File: src/compressor_plant_interlock_defines.svh
// Assertion macros for the compressor plant interlock.
`ifndef COMPRESSOR_PLANT_INTERLOCK_DEFINES_SVH
`define COMPRESSOR_PLANT_INTERLOCK_DEFINES_SVH
`ifndef SYNTHESIS
`define CPI_ASSERT(label, clk, rst, prop) \
   label: assert property (@(posedge clk) disable iff (rst) prop) \
      else $error("interlock check failed");
`define CPI_ASSERT_NEXT(label, clk, rst, pre, post) \
   label: assert property (@(posedge clk) disable iff (rst) (pre) |=> (post)) \
      else $error("interlock sequence check failed");
`else
`define CPI_ASSERT(label, clk, rst, prop)
`define CPI_ASSERT_NEXT(label, clk, rst, pre, post)
`endif
`endif

File: src/cpi_pkg.sv
// Types, codes and helpers for the compressor plant interlock.
`default_nettype none
package cpi_pkg;

   localparam int TEMP_W = 12;
   localparam int RH_W   = 10;

   typedef enum logic [2:0] {
      FUNC_TICK   = 3'd0,
      FUNC_TOGGLE = 3'd1,
      FUNC_PRESS1 = 3'd2,
      FUNC_PRESS2 = 3'd3,
      FUNC_HPS    = 3'd4
   } func_type;

   typedef enum logic [2:0] {
      ERR_NONE      = 3'd0,
      ERR_POWER     = 3'd1,
      ERR_EXPANSION = 3'd2,
      ERR_FIN       = 3'd3,
      ERR_HUMIDITY  = 3'd4
   } err_type;

   typedef enum logic [1:0] {
      TANK_EMPTY   = 2'd0,
      TANK_FILLING = 2'd1,
      TANK_FULL    = 2'd2
   } tank_type;

   typedef enum logic [1:0] {
      FIN_NORMAL = 2'd0,
      FIN_ABOVE  = 2'd1,
      FIN_BELOW  = 2'd2
   } fin_type;

   typedef enum logic [3:0] {
      NOTE_NONE             = 4'd0,
      NOTE_START_POWER_FAIL = 4'd1,
      NOTE_START_FIN_LOW    = 4'd2,
      NOTE_STARTED          = 4'd3,
      NOTE_STOPPED          = 4'd4,
      NOTE_TRIP_POWER       = 4'd5,
      NOTE_TRIP_EXPANSION   = 4'd6,
      NOTE_TRIP_FIN         = 4'd7,
      NOTE_TRIP_HUMIDITY    = 4'd8,
      NOTE_EXPANSION_LOSS   = 4'd9
   } notice_type;

   // Output drive phases, one group per tick
   localparam logic [1:0] PH_NONE = 2'd0;
   localparam logic [1:0] PH_CT1  = 2'd1;
   localparam logic [1:0] PH_CT2  = 2'd2;
   localparam logic [1:0] PH_FAN  = 2'd3;

   typedef enum logic [1:0] {
      CSR_MIN_FIN   = 2'd0,
      CSR_UPPER_FIN = 2'd1,
      CSR_MIN_RH    = 2'd2
   } csr_type;

   function automatic fin_type fin_classify(input logic signed [TEMP_W-1:0] t,
                                            input logic signed [TEMP_W-1:0] lo,
                                            input logic signed [TEMP_W-1:0] hi);
      fin_type r;
      if (t >= lo && t <= hi) begin
         r = FIN_NORMAL;
      end else if (t > hi) begin
         r = FIN_ABOVE;
      end else begin
         r = FIN_BELOW;
      end
      return r;
   endfunction

   function automatic notice_type trip_notice(input err_type e);
      notice_type r;
      case (e)
         ERR_POWER:     r = NOTE_TRIP_POWER;
         ERR_EXPANSION: r = NOTE_TRIP_EXPANSION;
         ERR_FIN:       r = NOTE_TRIP_FIN;
         ERR_HUMIDITY:  r = NOTE_TRIP_HUMIDITY;
         default:       r = NOTE_NONE;
      endcase
      return r;
   endfunction

endpackage
`default_nettype wire

File: src/compressor_plant_interlock.sv
// Top level of the compressor plant interlock: run control, fault checks, pin drive.
`default_nettype none
`include "compressor_plant_interlock_defines.svh"
// Each request word (tick, run toggle, pressure or high-pressure-switch event)
// returns one response word with the pin levels and status after that word.
// One word is taken every cycle unless the response stalls; a word lands in the input
// register, is evaluated against the plant state in one pass, and its response is
// written to the output register when the output advances. A stall holds the response
// register, then the full input register; the response register frees up the input
// side whenever it is empty or being taken. The user must write limits through the csr
// port only while the block is idle; the block does not enforce it. Limits take effect on the next word.
module compressor_plant_interlock (
   input  wire logic               clock,
   input  wire logic               reset,
   input  wire logic               req_valid,
   output logic                    req_ready,
   input  wire logic [2:0]         req_func,
   input  wire logic               req_power_good,
   input  wire logic               req_pressure_one,
   input  wire logic               req_pressure_two,
   input  wire logic               req_level_low_pin,
   input  wire logic               req_level_high_pin,
   input  wire logic               req_hps_pin,
   input  wire logic signed [11:0] req_fin1_temp,
   input  wire logic signed [11:0] req_fin2_temp,
   input  wire logic [9:0]         req_air_rh,
   output logic                    rsp_valid,
   input  wire logic               rsp_ready,
   output logic                    rsp_ct1_drive,
   output logic                    rsp_ct2_drive,
   output logic                    rsp_fan_drive,
   output logic                    rsp_pump_drive,
   output logic                    rsp_running,
   output logic [2:0]              rsp_fault_code,
   output logic [1:0]              rsp_tank_status,
   output logic [1:0]              rsp_fin1_status,
   output logic [1:0]              rsp_fin2_status,
   output logic [3:0]              rsp_notice,
   input  wire logic               csr_write_en,
   input  wire logic [1:0]         csr_index,
   input  wire logic [11:0]        csr_wdata
);
   import cpi_pkg::*;

   // configuration
   logic signed [TEMP_W-1:0] min_fin_ff, upper_fin_ff;
   logic [RH_W-1:0]          min_rh_ff;

   // input register
   logic                     in_valid_ff;
   logic [2:0]               func_ff;
   logic                     pg_ff, p1_ff, p2_ff, lvl_lo_ff, lvl_hi_ff;
   logic signed [TEMP_W-1:0] t1_ff, t2_ff;
   logic [RH_W-1:0]          rh_ff;

   // plant state
   logic       run_ff, last_run_ff, cmd_ct1_ff, cmd_ct2_ff, cmd_fan_ff;
   logic       ct1_lvl_ff, ct2_lvl_ff, fan_lvl_ff, pump_lvl_ff, latch_ff;
   logic       exp1_ff, exp2_ff;
   tank_type   tank_ff;
   fin_type    fin1_ff, fin2_ff;
   err_type    err_ff;
   logic [1:0] phase_ff;

   // next state
   logic       run_in, last_run_in, cmd_ct1_in, cmd_ct2_in, cmd_fan_in;
   logic       ct1_lvl_in, ct2_lvl_in, fan_lvl_in, pump_lvl_in, latch_in;
   logic       exp1_in, exp2_in;
   tank_type   tank_in;
   fin_type    fin1_in, fin2_in;
   err_type    err_in;
   logic [1:0] phase_in;
   notice_type notice_in;

   // response register
   logic       out_valid_ff;
   logic       o_ct1_ff, o_ct2_ff, o_fan_ff, o_pump_ff, o_run_ff;
   err_type    o_err_ff;
   tank_type   o_tank_ff;
   fin_type    o_fin1_ff, o_fin2_ff;
   notice_type o_notice_ff;

   logic advance;
   logic fire;
   logic toggled;

   assign advance   = !out_valid_ff || rsp_ready;
   assign fire      = in_valid_ff && advance;
   assign req_ready = !in_valid_ff || advance;
   assign toggled   = !run_ff;

   always_comb begin
      run_in      = run_ff;
      last_run_in = last_run_ff;
      cmd_ct1_in  = cmd_ct1_ff;
      cmd_ct2_in  = cmd_ct2_ff;
      cmd_fan_in  = cmd_fan_ff;
      ct1_lvl_in  = ct1_lvl_ff;
      ct2_lvl_in  = ct2_lvl_ff;
      fan_lvl_in  = fan_lvl_ff;
      pump_lvl_in = pump_lvl_ff;
      latch_in    = latch_ff;
      exp1_in     = exp1_ff;
      exp2_in     = exp2_ff;
      tank_in     = tank_ff;
      fin1_in     = fin1_ff;
      fin2_in     = fin2_ff;
      err_in      = err_ff;
      phase_in    = phase_ff;
      notice_in   = NOTE_NONE;

      case (func_ff)
         FUNC_TICK: begin
            cmd_ct1_in = run_ff;
            cmd_ct2_in = run_ff;
            cmd_fan_in = run_ff;

            // level pins are active low
            if (lvl_lo_ff) begin
               tank_in = TANK_EMPTY;
            end else if (!lvl_hi_ff) begin
               tank_in = TANK_FULL;
            end else begin
               tank_in = TANK_FILLING;
            end

            fin1_in = fin_classify(t1_ff, min_fin_ff, upper_fin_ff);
            fin2_in = fin_classify(t2_ff, min_fin_ff, upper_fin_ff);
            exp1_in = p1_ff;
            exp2_in = p2_ff;

            if (!pg_ff) begin
               err_in = ERR_POWER;
            end else if (!(p1_ff && p2_ff)) begin
               err_in = ERR_EXPANSION;
            end else if (fin1_in != FIN_NORMAL || fin2_in != FIN_NORMAL) begin
               err_in = ERR_FIN;
            end else if (rh_ff < min_rh_ff) begin
               err_in = ERR_HUMIDITY;
            end else begin
               err_in = ERR_NONE;
            end

            // trip leaves last_run set on purpose
            if (err_in != ERR_NONE && run_ff) begin
               run_in    = 1'b0;
               notice_in = trip_notice(err_in);
            end

            if (pg_ff) begin
               if (phase_ff == PH_CT1) begin
                  ct1_lvl_in = run_ff;
               end else if (phase_ff == PH_CT2) begin
                  ct2_lvl_in = run_ff;
               end else if (phase_ff == PH_FAN) begin
                  fan_lvl_in = run_ff;
               end
            end else begin
               ct1_lvl_in = 1'b0;
               ct2_lvl_in = 1'b0;
               fan_lvl_in = 1'b0;
               cmd_ct1_in = 1'b0;
               cmd_ct2_in = 1'b0;
               cmd_fan_in = 1'b0;
            end

            if (tank_in == TANK_EMPTY) begin
               latch_in = 1'b0;
            end else if (tank_in == TANK_FULL) begin
               latch_in = 1'b1;
            end
            pump_lvl_in = latch_in;

            if (!p1_ff && !p2_ff && run_in && (last_run_ff == run_in)) begin
               run_in      = 1'b0;
               last_run_in = 1'b0;
               notice_in   = NOTE_EXPANSION_LOSS;
            end

            phase_in = phase_ff + 2'd1;
         end
         FUNC_TOGGLE: begin
            run_in = toggled;
            if (last_run_ff != toggled) begin
               if (toggled) begin
                  if (!pg_ff) begin
                     run_in     = 1'b0;
                     notice_in  = NOTE_START_POWER_FAIL;
                     cmd_ct1_in = 1'b0;
                     cmd_ct2_in = 1'b0;
                     cmd_fan_in = 1'b0;
                  end else if (t1_ff <= min_fin_ff || t2_ff <= min_fin_ff) begin
                     run_in    = 1'b0;
                     notice_in = NOTE_START_FIN_LOW;
                  end else begin
                     notice_in = NOTE_STARTED;
                  end
               end else begin
                  notice_in  = NOTE_STOPPED;
                  cmd_ct1_in = 1'b0;
                  cmd_ct2_in = 1'b0;
                  cmd_fan_in = 1'b0;
               end
               last_run_in = run_in;
            end else begin
               // resume after a trip: no checks, commands dropped
               cmd_ct1_in = 1'b0;
               cmd_ct2_in = 1'b0;
               cmd_fan_in = 1'b0;
            end
         end
         default: begin
            if (func_ff == FUNC_PRESS1) begin
               exp1_in    = p1_ff;
               ct1_lvl_in = 1'b0;
               cmd_ct1_in = 1'b0;
            end else if (func_ff == FUNC_PRESS2) begin
               exp2_in    = p2_ff;
               ct2_lvl_in = 1'b0;
               cmd_ct2_in = 1'b0;
            end else if (func_ff == FUNC_HPS) begin
               pump_lvl_in = 1'b0;
            end
            if (!cmd_ct1_in && !cmd_ct2_in) begin
               cmd_fan_in = 1'b0;
            end
         end
      endcase
   end

   always_ff @(posedge clock) begin
      if (reset) begin
         min_fin_ff   <= 12'sd100;
         upper_fin_ff <= 12'sd400;
         min_rh_ff    <= 10'd400;
      end else if (csr_write_en) begin
         case (csr_index)
            CSR_MIN_FIN:   min_fin_ff   <= csr_wdata;
            CSR_UPPER_FIN: upper_fin_ff <= csr_wdata;
            CSR_MIN_RH:    min_rh_ff    <= csr_wdata[RH_W-1:0];
            default:       ;
         endcase
      end
   end

   // input register
   always_ff @(posedge clock) begin
      if (reset) begin
         in_valid_ff <= 1'b0;
      end else if (req_ready) begin
         in_valid_ff <= req_valid;
      end
      if (req_ready && req_valid) begin
         func_ff   <= req_func;
         pg_ff     <= req_power_good;
         p1_ff     <= req_pressure_one;
         p2_ff     <= req_pressure_two;
         lvl_lo_ff <= req_level_low_pin;
         lvl_hi_ff <= req_level_high_pin;
         t1_ff     <= req_fin1_temp;
         t2_ff     <= req_fin2_temp;
         rh_ff     <= req_air_rh;
      end
   end

   // plant state and response register
   always_ff @(posedge clock) begin
      if (reset) begin
         run_ff       <= 1'b0;
         last_run_ff  <= 1'b0;
         cmd_ct1_ff   <= 1'b0;
         cmd_ct2_ff   <= 1'b0;
         cmd_fan_ff   <= 1'b0;
         ct1_lvl_ff   <= 1'b0;
         ct2_lvl_ff   <= 1'b0;
         fan_lvl_ff   <= 1'b0;
         pump_lvl_ff  <= 1'b0;
         latch_ff     <= 1'b0;
         exp1_ff      <= 1'b0;
         exp2_ff      <= 1'b0;
         tank_ff      <= TANK_EMPTY;
         fin1_ff      <= FIN_NORMAL;
         fin2_ff      <= FIN_NORMAL;
         err_ff       <= ERR_NONE;
         phase_ff     <= PH_NONE;
         out_valid_ff <= 1'b0;
      end else begin
         if (advance) begin
            out_valid_ff <= in_valid_ff;
         end
         if (fire) begin
            run_ff      <= run_in;
            last_run_ff <= last_run_in;
            cmd_ct1_ff  <= cmd_ct1_in;
            cmd_ct2_ff  <= cmd_ct2_in;
            cmd_fan_ff  <= cmd_fan_in;
            ct1_lvl_ff  <= ct1_lvl_in;
            ct2_lvl_ff  <= ct2_lvl_in;
            fan_lvl_ff  <= fan_lvl_in;
            pump_lvl_ff <= pump_lvl_in;
            latch_ff    <= latch_in;
            exp1_ff     <= exp1_in;
            exp2_ff     <= exp2_in;
            tank_ff     <= tank_in;
            fin1_ff     <= fin1_in;
            fin2_ff     <= fin2_in;
            err_ff      <= err_in;
            phase_ff    <= phase_in;
         end
      end
      if (fire) begin
         o_ct1_ff    <= ct1_lvl_in;
         o_ct2_ff    <= ct2_lvl_in;
         o_fan_ff    <= fan_lvl_in;
         o_pump_ff   <= pump_lvl_in;
         o_run_ff    <= run_in;
         o_err_ff    <= err_in;
         o_tank_ff   <= tank_in;
         o_fin1_ff   <= fin1_in;
         o_fin2_ff   <= fin2_in;
         o_notice_ff <= notice_in;
      end
   end

   assign rsp_valid       = out_valid_ff;
   assign rsp_ct1_drive   = o_ct1_ff;
   assign rsp_ct2_drive   = o_ct2_ff;
   assign rsp_fan_drive   = o_fan_ff;
   assign rsp_pump_drive  = o_pump_ff;
   assign rsp_running     = o_run_ff;
   assign rsp_fault_code  = o_err_ff;
   assign rsp_tank_status = o_tank_ff;
   assign rsp_fin1_status = o_fin1_ff;
   assign rsp_fin2_status = o_fin2_ff;
   assign rsp_notice      = o_notice_ff;

   `CPI_ASSERT(a_empty_out_takes_word, clock, reset, !out_valid_ff |-> req_ready)
   `CPI_ASSERT(a_started_is_running, clock, reset,
      (out_valid_ff && o_notice_ff == NOTE_STARTED) |-> o_run_ff)
   `CPI_ASSERT(a_trip_stops_with_error, clock, reset,
      (out_valid_ff && (o_notice_ff == NOTE_TRIP_POWER || o_notice_ff == NOTE_TRIP_EXPANSION
       || o_notice_ff == NOTE_TRIP_FIN || o_notice_ff == NOTE_TRIP_HUMIDITY))
      |-> (!o_run_ff && o_err_ff != ERR_NONE))
   `CPI_ASSERT_NEXT(a_tick_advances_phase, clock, reset,
      fire && func_ff == FUNC_TICK, phase_ff == $past(phase_ff) + 2'd1)
   `CPI_ASSERT_NEXT(a_idle_holds_state, clock, reset,
      !fire, $stable(run_ff) && $stable(phase_ff) && $stable(latch_ff))

endmodule
`default_nettype wire
File: config.mk
export PLATFORM = sky130hd
export DESIGN_NAME = compressor_plant_interlock
export DESIGN_NICKNAME = d
export VERILOG_FILES = /design/src/cpi_pkg.sv /design/src/compressor_plant_interlock.sv
export VERILOG_INCLUDE_DIRS = /design/src /design/src/src
export SDC_FILE = /design/constraint.sdc
export NUM_CORES = 1
export LEC_CHECK = 0
export BUFFER_PORTS_ARGS = -buffer_cell sky130_fd_sc_hd__buf_2
export CAP_MARGIN = 10
export CORE_ASPECT_RATIO = 1.4
export CORE_MARGIN = 2
export CORE_UTILIZATION = 40
export DETAILED_ROUTE_END_ITERATION = 10
export PLACE_DENSITY = 0.56
export SYNTH_ARGS = -nofsm -noshare
export SYNTH_HDL_FRONTEND = slang
export SYNTH_SLANG_ARGS = --single-unit
File: constraint.sdc
create_clock -name clock -period 3.99 [get_ports clock]
set_clock_uncertainty 0.15 [all_clocks]
set_input_delay 0.1995 -clock clock [delete_from_list [all_inputs] [get_ports clock]]
set_output_delay 0.1995 -clock clock [all_outputs]
set_load 0.01 [all_outputs]
After elaboration in Yosys (flattened, before gate mapping)
Index checks and enable logic that the tools add are counted.
{"block": "totals", "reg_bits": 114, "latch_bits": 0, "ramBits": 0, "romBits": 0, "wordCells": 152, "n_memories": 0}
{"block": "op_classes", "n_addsub": 1, "n_mul": 0, "div_mod_pow": 0, "n_lt_le_gt_ge": 9, "eq_ne": 18, "shifts": 0, "muxes": 58, "bitwise_logic": 0, "reduce_logical": 30}
{"cell": "$le 12x12->1", "count": 4}
{"cell": "$mux 1", "count": 28}
{"cell": "$mux 2", "count": 13}
{"cell": "$ge 12x12->1", "count": 2}
{"cell": "$gt 12x12->1", "count": 2}
{"cell": "$mux 3", "count": 6}
{"cell": "$mux 4", "count": 4}
{"cell": "$pmux 4 s4", "count": 1}
{"cell": "$eq 3x2->1 const B", "count": 4}
{"cell": "$lt 10x10->1", "count": 1}
{"cell": "$pmux 1 s2", "count": 5}
{"cell": "$logic_and 1x1->1", "count": 9}
{"cell": "$eq 2x2->1 const B", "count": 4}
{"cell": "$pmux 4 s2", "count": 1}
{"cell": "$reduce_and 2->1", "count": 4}
{"cell": "$eq 3x1->1 const B", "count": 2}
{"cell": "$eq 3x3->1 const B", "count": 2}
{"cell": "$reduce_bool 2->1", "count": 3}
{"cell": "$logic_not 1->1", "count": 5}
{"cell": "$eq 2x1->1 const B", "count": 2}
{"cell": "$logic_not 2->1", "count": 2}
{"cell": "$logic_or 1x1->1", "count": 4}
{"cell": "$ne 2x2->1 const B", "count": 2}
{"cell": "$reduce_and 4->1", "count": 1}
{"cell": "5 further kinds", "count": 5}

Logic depth before layout (Yosys ltp)
{"block": "logic_depth", "ltp_word": 18, "depth_mapped": 10, "ltp_nobuf": 10}

Least setup slack after synthesis
OpenSTA, ideal clock, no wires.
{"block": "synth_path", "path_kind": "reg2reg", "from": "register t2_ff[11]", "to": "register last_run_ff", "t_arrival_ns": 2.800, "setup_slack_ns": 0.969, "stages_incl_launch_ff": 10, "cell_sequence": "edfxtp_1 -> ha_1 -> nand4_2 -> or3_4 -> a21o_1 -> a2111oi_2 -> nand2_1 -> or4_4 -> or4_1 -> a21oi_1"}
{"block": "synth_between", "elab_chain_len": 18}
{"element": "start, declared", "line": "compressor_plant_interlock.sv:53", "source": "logic signed [TEMP_W-1:0] t1_ff, t2_ff;"}
{"element": "start signal, assigned", "line": "compressor_plant_interlock.sv:261", "source": "t2_ff <= req_fin2_temp;"}
{"element": "$gt 12x12->1, or another cell as far along", "line": "cpi_pkg.sv:67", "source": "end else if (t > hi) begin"}
{"element": "$mux 2 / $logic_and 1x1->1 (equally long branches)", "line": "cpi_pkg.sv:67, cpi_pkg.sv:65"}
{"element": "$mux 2", "line": "cpi_pkg.sv:65", "source": "if (t >= lo && t <= hi) begin"}
{"element": "$mux 2", "line": "compressor_plant_interlock.sv:112", "source": "case (func_ff)"}
{"element": "$reduce_bool 2->1", "line": "compressor_plant_interlock.sv:136", "source": "end else if (fin1_in != FIN_NORMAL || fin2_in != FIN_NORMAL) begin"}
{"element": "$logic_or 1x1->1", "line": "compressor_plant_interlock.sv:136"}
{"element": "$mux 3", "line": "compressor_plant_interlock.sv:136"}
{"element": "$mux 3", "line": "compressor_plant_interlock.sv:134", "source": "end else if (!(p1_ff && p2_ff)) begin"}
{"element": "(+2 left out)"}
{"element": "$reduce_bool 3->1", "line": "compressor_plant_interlock.sv:145", "source": "if (err_in != ERR_NONE && run_ff) begin"}
{"element": "$logic_and 1x1->1", "line": "compressor_plant_interlock.sv:145"}
{"element": "$mux 1", "line": "compressor_plant_interlock.sv:145"}
{"element": "$mux 1", "line": "compressor_plant_interlock.sv:112"}
{"element": "$eq 1x1->1 / $logic_and 1x1->1 (equally long branches)", "line": "compressor_plant_interlock.sv:174", "source": "if (!p1_ff && !p2_ff && run_in && (last_run_ff == run_in)) begin"}
{"element": "$logic_and 1x1->1", "line": "compressor_plant_interlock.sv:174"}
{"element": "$ne 2x2->1 (no line)"}
{"element": "$reduce_and 4->1 (no line)"}
{"element": "end signal, assigned", "line": "compressor_plant_interlock.sv:293", "source": "last_run_ff <= last_run_in;"}
{"element": "end, declared", "line": "compressor_plant_interlock.sv:57", "source": "logic run_ff, last_run_ff, cmd_ct1_ff, cmd_ct2_ff, cmd_fan_ff;"}
Several ways; a longest one is shown, not always the timed one. The select of a mux whose other input is x is not followed.
A chain may end at the register's enable or synchronous reset.

Final worst setup path
Same ends and word-level chain as after synthesis.

==> impl_metrics.yaml <==
clocking:
  clkSinkCount: 114
  worstSkewPairLatency_ns: 0.42
  cts_resized: 0
  clk_path_buf_depth: 2
  cts-htree-levels: 4
  numCtsBuffers: 17
  cts.clk_slew.worst_paths_ns: 0.06
  root_buffer: "clkbuf_16"
  tritoncts: "done"
global_route:
  grt_usage_pct: 18.19
  grt_antenna_before_repair: 0
  globalRoute.totalOverflow: 0
  met1_usage_pct: 19.94
  grt_use_met2_pct: 33.21
  grt_max_degree: 46
  grt_pass1_wl_mm: 20.96
  grt.busiest_layer: "met2"
  grt_pass1_vias: 4365
  gr-usage-met3_pct: 4.082
logic_synthesis:
  yosys_warnings: 0
  synthAdderAreaFrac_pct: 13.68
  synth_top_family_by_area: "simple AND/OR/NAND/NOR gates"
  synth_edf_count: 60
  synth_common_cells: "nand2_1, ha_1, edfxtp_1"
  synth_top_area_share_pct: 32.29
  synth_compound_area_share_pct: 14.28
  synth.avg_cell_area_sq_um: 10.24
  synthArstFlopShare_pct: 0
  synthSimpleGateAreaFrac_pct: 15.63
  yosys.area.top_type: "edfxtp_1"
  yosys_register_bits: 114
  yosys_most_used_dff: "edfxtp_1"
  yosys.cell_types.count: 54
  synthTopCellsByArea: "edfxtp_1, dfxtp_1, ha_1"
  syn_nets: 668
  yosysSeqAreaShare_pct: 51.66
  syn_inst: 545
  syn_area_sq_um: 5580
  synthXorXnorAreaFrac_pct: 0.1570
  synthMuxAreaShare_pct: 0.4036
  yosysMostFrequentCell: "nand2_1"
sta:
  setup_violations: 0
  rsz0062_at_grt: "false"
  slew_headroom_pct: 30.89
  worst_pin_slew_ns: 1.037
  period_minus_slack_ns: 3.336
  finalHoldViolCount: 0
  finalCritPeriodShare_pct: 83.62
  tns_ns: 0
  slew_viol_final: 0
  fmax_ghz: 0.2997
outcome:
  status: "finished clean"
setup_path:
  critical_path_required_ns: 4.18
  startpoint_type: "register"
  critPathArrivalTime_ns: 3.53
  r2r-end: "last_run_ff$_SDFFE_PP0P_"
  r2r_slack_ns: 0.65
  rr_worst_depth: 9
  r2r-start: "t2_ff[11]$_DFFE_PP_"
  crit_fanout: 3
  crit_type: "reg2reg"
  end_kind: "register"
cells_and_area:
  final.fill_count: 1319
  fin_nets: 810
  multi_input_area_sq_um: 2465
  n_antenna_cell: 0
  synthToLayoutAreaGrowth_pct: 31.39
  utilization_pct: 53.20
  seq_area_sq_um: 2883
  drive_gt1_share_pct: 18.57
power:
  p_leak_nw: 2.986
  clkPwrFrac_pct: 48.2
  sequentialPowerShare_pct: 41.9
  power_frac_comb_pct: 9.9
  power_mw: 3.155
  swShare_pct: 23.30
  power.switching_mw: 0.7351
  intPower_mw: 2.419
  ir_drop_mv: 0.2496
  powerDensity_nw_per_um2: 430.2
hold_path:
  min_path_type: "in2reg"
  holdPathEnd: "min_fin_ff[0]$_SDFFE_PP0P_"
  min-delay-start: "csr_index[1]"
  whs_path_depth: 5
routing:
  drcViolationCount: 0
  drt-total-wl_mm: 12.95
  vias: 4481
  drt_iter0_markers: 222
  drtPass1Iterations: 5
  post_drt_wl_per_cell_microns: 14.63
  via_per_inst: 5.063
  antenna_left: 0
die:
  fp.dieW_microns: 103.8
  die_h_microns: 143.8
  fp.dieArea_sq_um: 14930
  start_util_pct: 40.49
  core_sq_um: 13780
  num_rows: 51
  ioPinCount: 82
flow_run:
  cap_violations: 0
placement:
  io_buffers: 80
  dpl.hpwl_mm: 9.408
  routabilityCongestion: 0.8466
## what timing repair did
action | 4_1_cts | 5_1_grt
buffers inserted | 0 | 0
hold buffers | 56 | 0
hold endpoints to repair | 78 | 0
## state kept, by name (all words and copies together), names as in the netlist, 2 cells and up
| name | cells |
|---|---|
| min_fin_ff | 12 |
| t1_ff | 12 |
| t2_ff | 12 |
| upper_fin_ff | 12 |
| min_rh_ff | 10 |
| rh_ff | 10 |
| rsp_notice | 4 |
| err_ff | 3 |
| func_ff | 3 |
| rsp_fault_code | 3 |
| fin1_ff | 2 |
| fin2_ff | 2 |
| phase_ff | 2 |
| rsp_fin1_status | 2 |
| rsp_fin2_status | 2 |
| rsp_tank_status | 2 |
| tank_ff | 2 |
## routing by layer
| metal | vias to the layer above | routed length [microns] | share of wire [%] |
|---|---|---|---|
| met1 | 2075 | 5355 | 41 |
| met5 | - | 0 | 0 |
| li1 | 2256 | - | - |
| met2 | 124 | 6772 | 52 |
| met4 | 0 | 343 | 2.6 |
| met3 | 26 | 480 | 3.7 |
## layout by cell type, fill, tap and decap left out, types with 2 or more instances in the layout
master         count
nor2b_1            6
o21ai_0           10
buf_2             80
nor3_1             6
a31oi_1            2
buf_4              4
edfxtp_1          60
and3b_1            2
a21o_1            10
o211ai_1          14
a211oi_1           9
mux2_2             2
or2_2              3
dlygate4sd3_1     56
nand3b_1           3
a2111oi_0          2
a22o_1             4
nand2b_1           5
dfxtp_1           54
clkinv_2           4
inv_1             41
and2_1             3
nor2_1            27
o31ai_1            6
clkinv_4           2
clkbuf_16         20
nand4_1            9
nand2_1           98
ha_1              61
a21oi_1           54
inv_4              3
nand3_1            7
or4_1              2
and4_1             2
## through the flow
step	cells	cell area [sq um]	setup slack (ns)	hold WS (ns)
global placement	797	6163	0.7084	0.2261
floorplan	545	5580	0.9693	0.1484
global route	885	7332	0.4774	0.1911
CTS	885	7332	0.6463	0.1554
detailed placement	797	6163	0.6700	0.2276
finish	885	7332	0.6536	0.1723
## logic make-up after synthesis
logic type,count (synthesis)
DFF,114
AOI/OAI and AO/OA,124
and+or+nand+nor,185
xor gates and xnor gates,1
adders and majority gates,61
muxes,2
buffers and inverters,58
## power groups by stage
stage	clock (mW)	combinational [mW]	sequential (mW)
4_1_cts	1.55	0.315	1.32
5_1_grt	1.61	0.355	1.33
2_1_floorplan	0	0.171	1.34
3_3_place_gp	0	0.261	1.34
3_5_place_dp	0	0.270	1.34
6_report	1.52	0.313	1.32
## how the worst max path moves through the flow
| stage | start | endpoint | slack, ns | cells past startpoint |
|---|---|---|---|---|
| 6_report | t2_ff[11]$_DFFE_PP_ | last_run_ff$_SDFFE_PP0P_ | 0.65 | 9 |
| 5_1_grt | upper_fin_ff[1]$_SDFFE_PP0P_ | rsp_running$_DFFE_PP_ | 0.48 | 10 |
| 4_1_cts | t2_ff[11]$_DFFE_PP_ | last_run_ff$_SDFFE_PP0P_ | 0.65 | 9 |
| 3_5_place_dp | t2_ff[11]$_DFFE_PP_ | last_run_ff$_SDFFE_PP0P_ | 0.67 | 9 |
| 3_3_place_gp | t2_ff[11]$_DFFE_PP_ | last_run_ff$_SDFFE_PP0P_ | 0.71 | 9 |
| 2_1_floorplan | t2_ff[11]$_DFFE_PP_ | last_run_ff$_SDFFE_PP0P_ | 0.97 | 9 |
## worst max-delay path: stages, from the launching register on
cell and delay [ns]:
edfxtp_1 0.40, ha_1 0.35, nand4_2 0.14, or3_4 0.41, a21o_1 0.17, a2111oi_2 0.41
nand2_1 0.18, or4_4 0.45, or4_1 0.48, a21oi_1 0.12
## final cells by class
type | count | share of cell area, %
Sequential cell | 114 | 39.32
Multi-Input combinational cell | 373 | 33.62
Timing Repair Buffer | 140 | 13.52
Clock buffer | 21 | 7.014
Tap cell | 185 | 3.157
Inverter | 41 | 2.099
Clock inverter | 11 | 1.280
No activity file was read; power rests on OpenSTA's default activity.
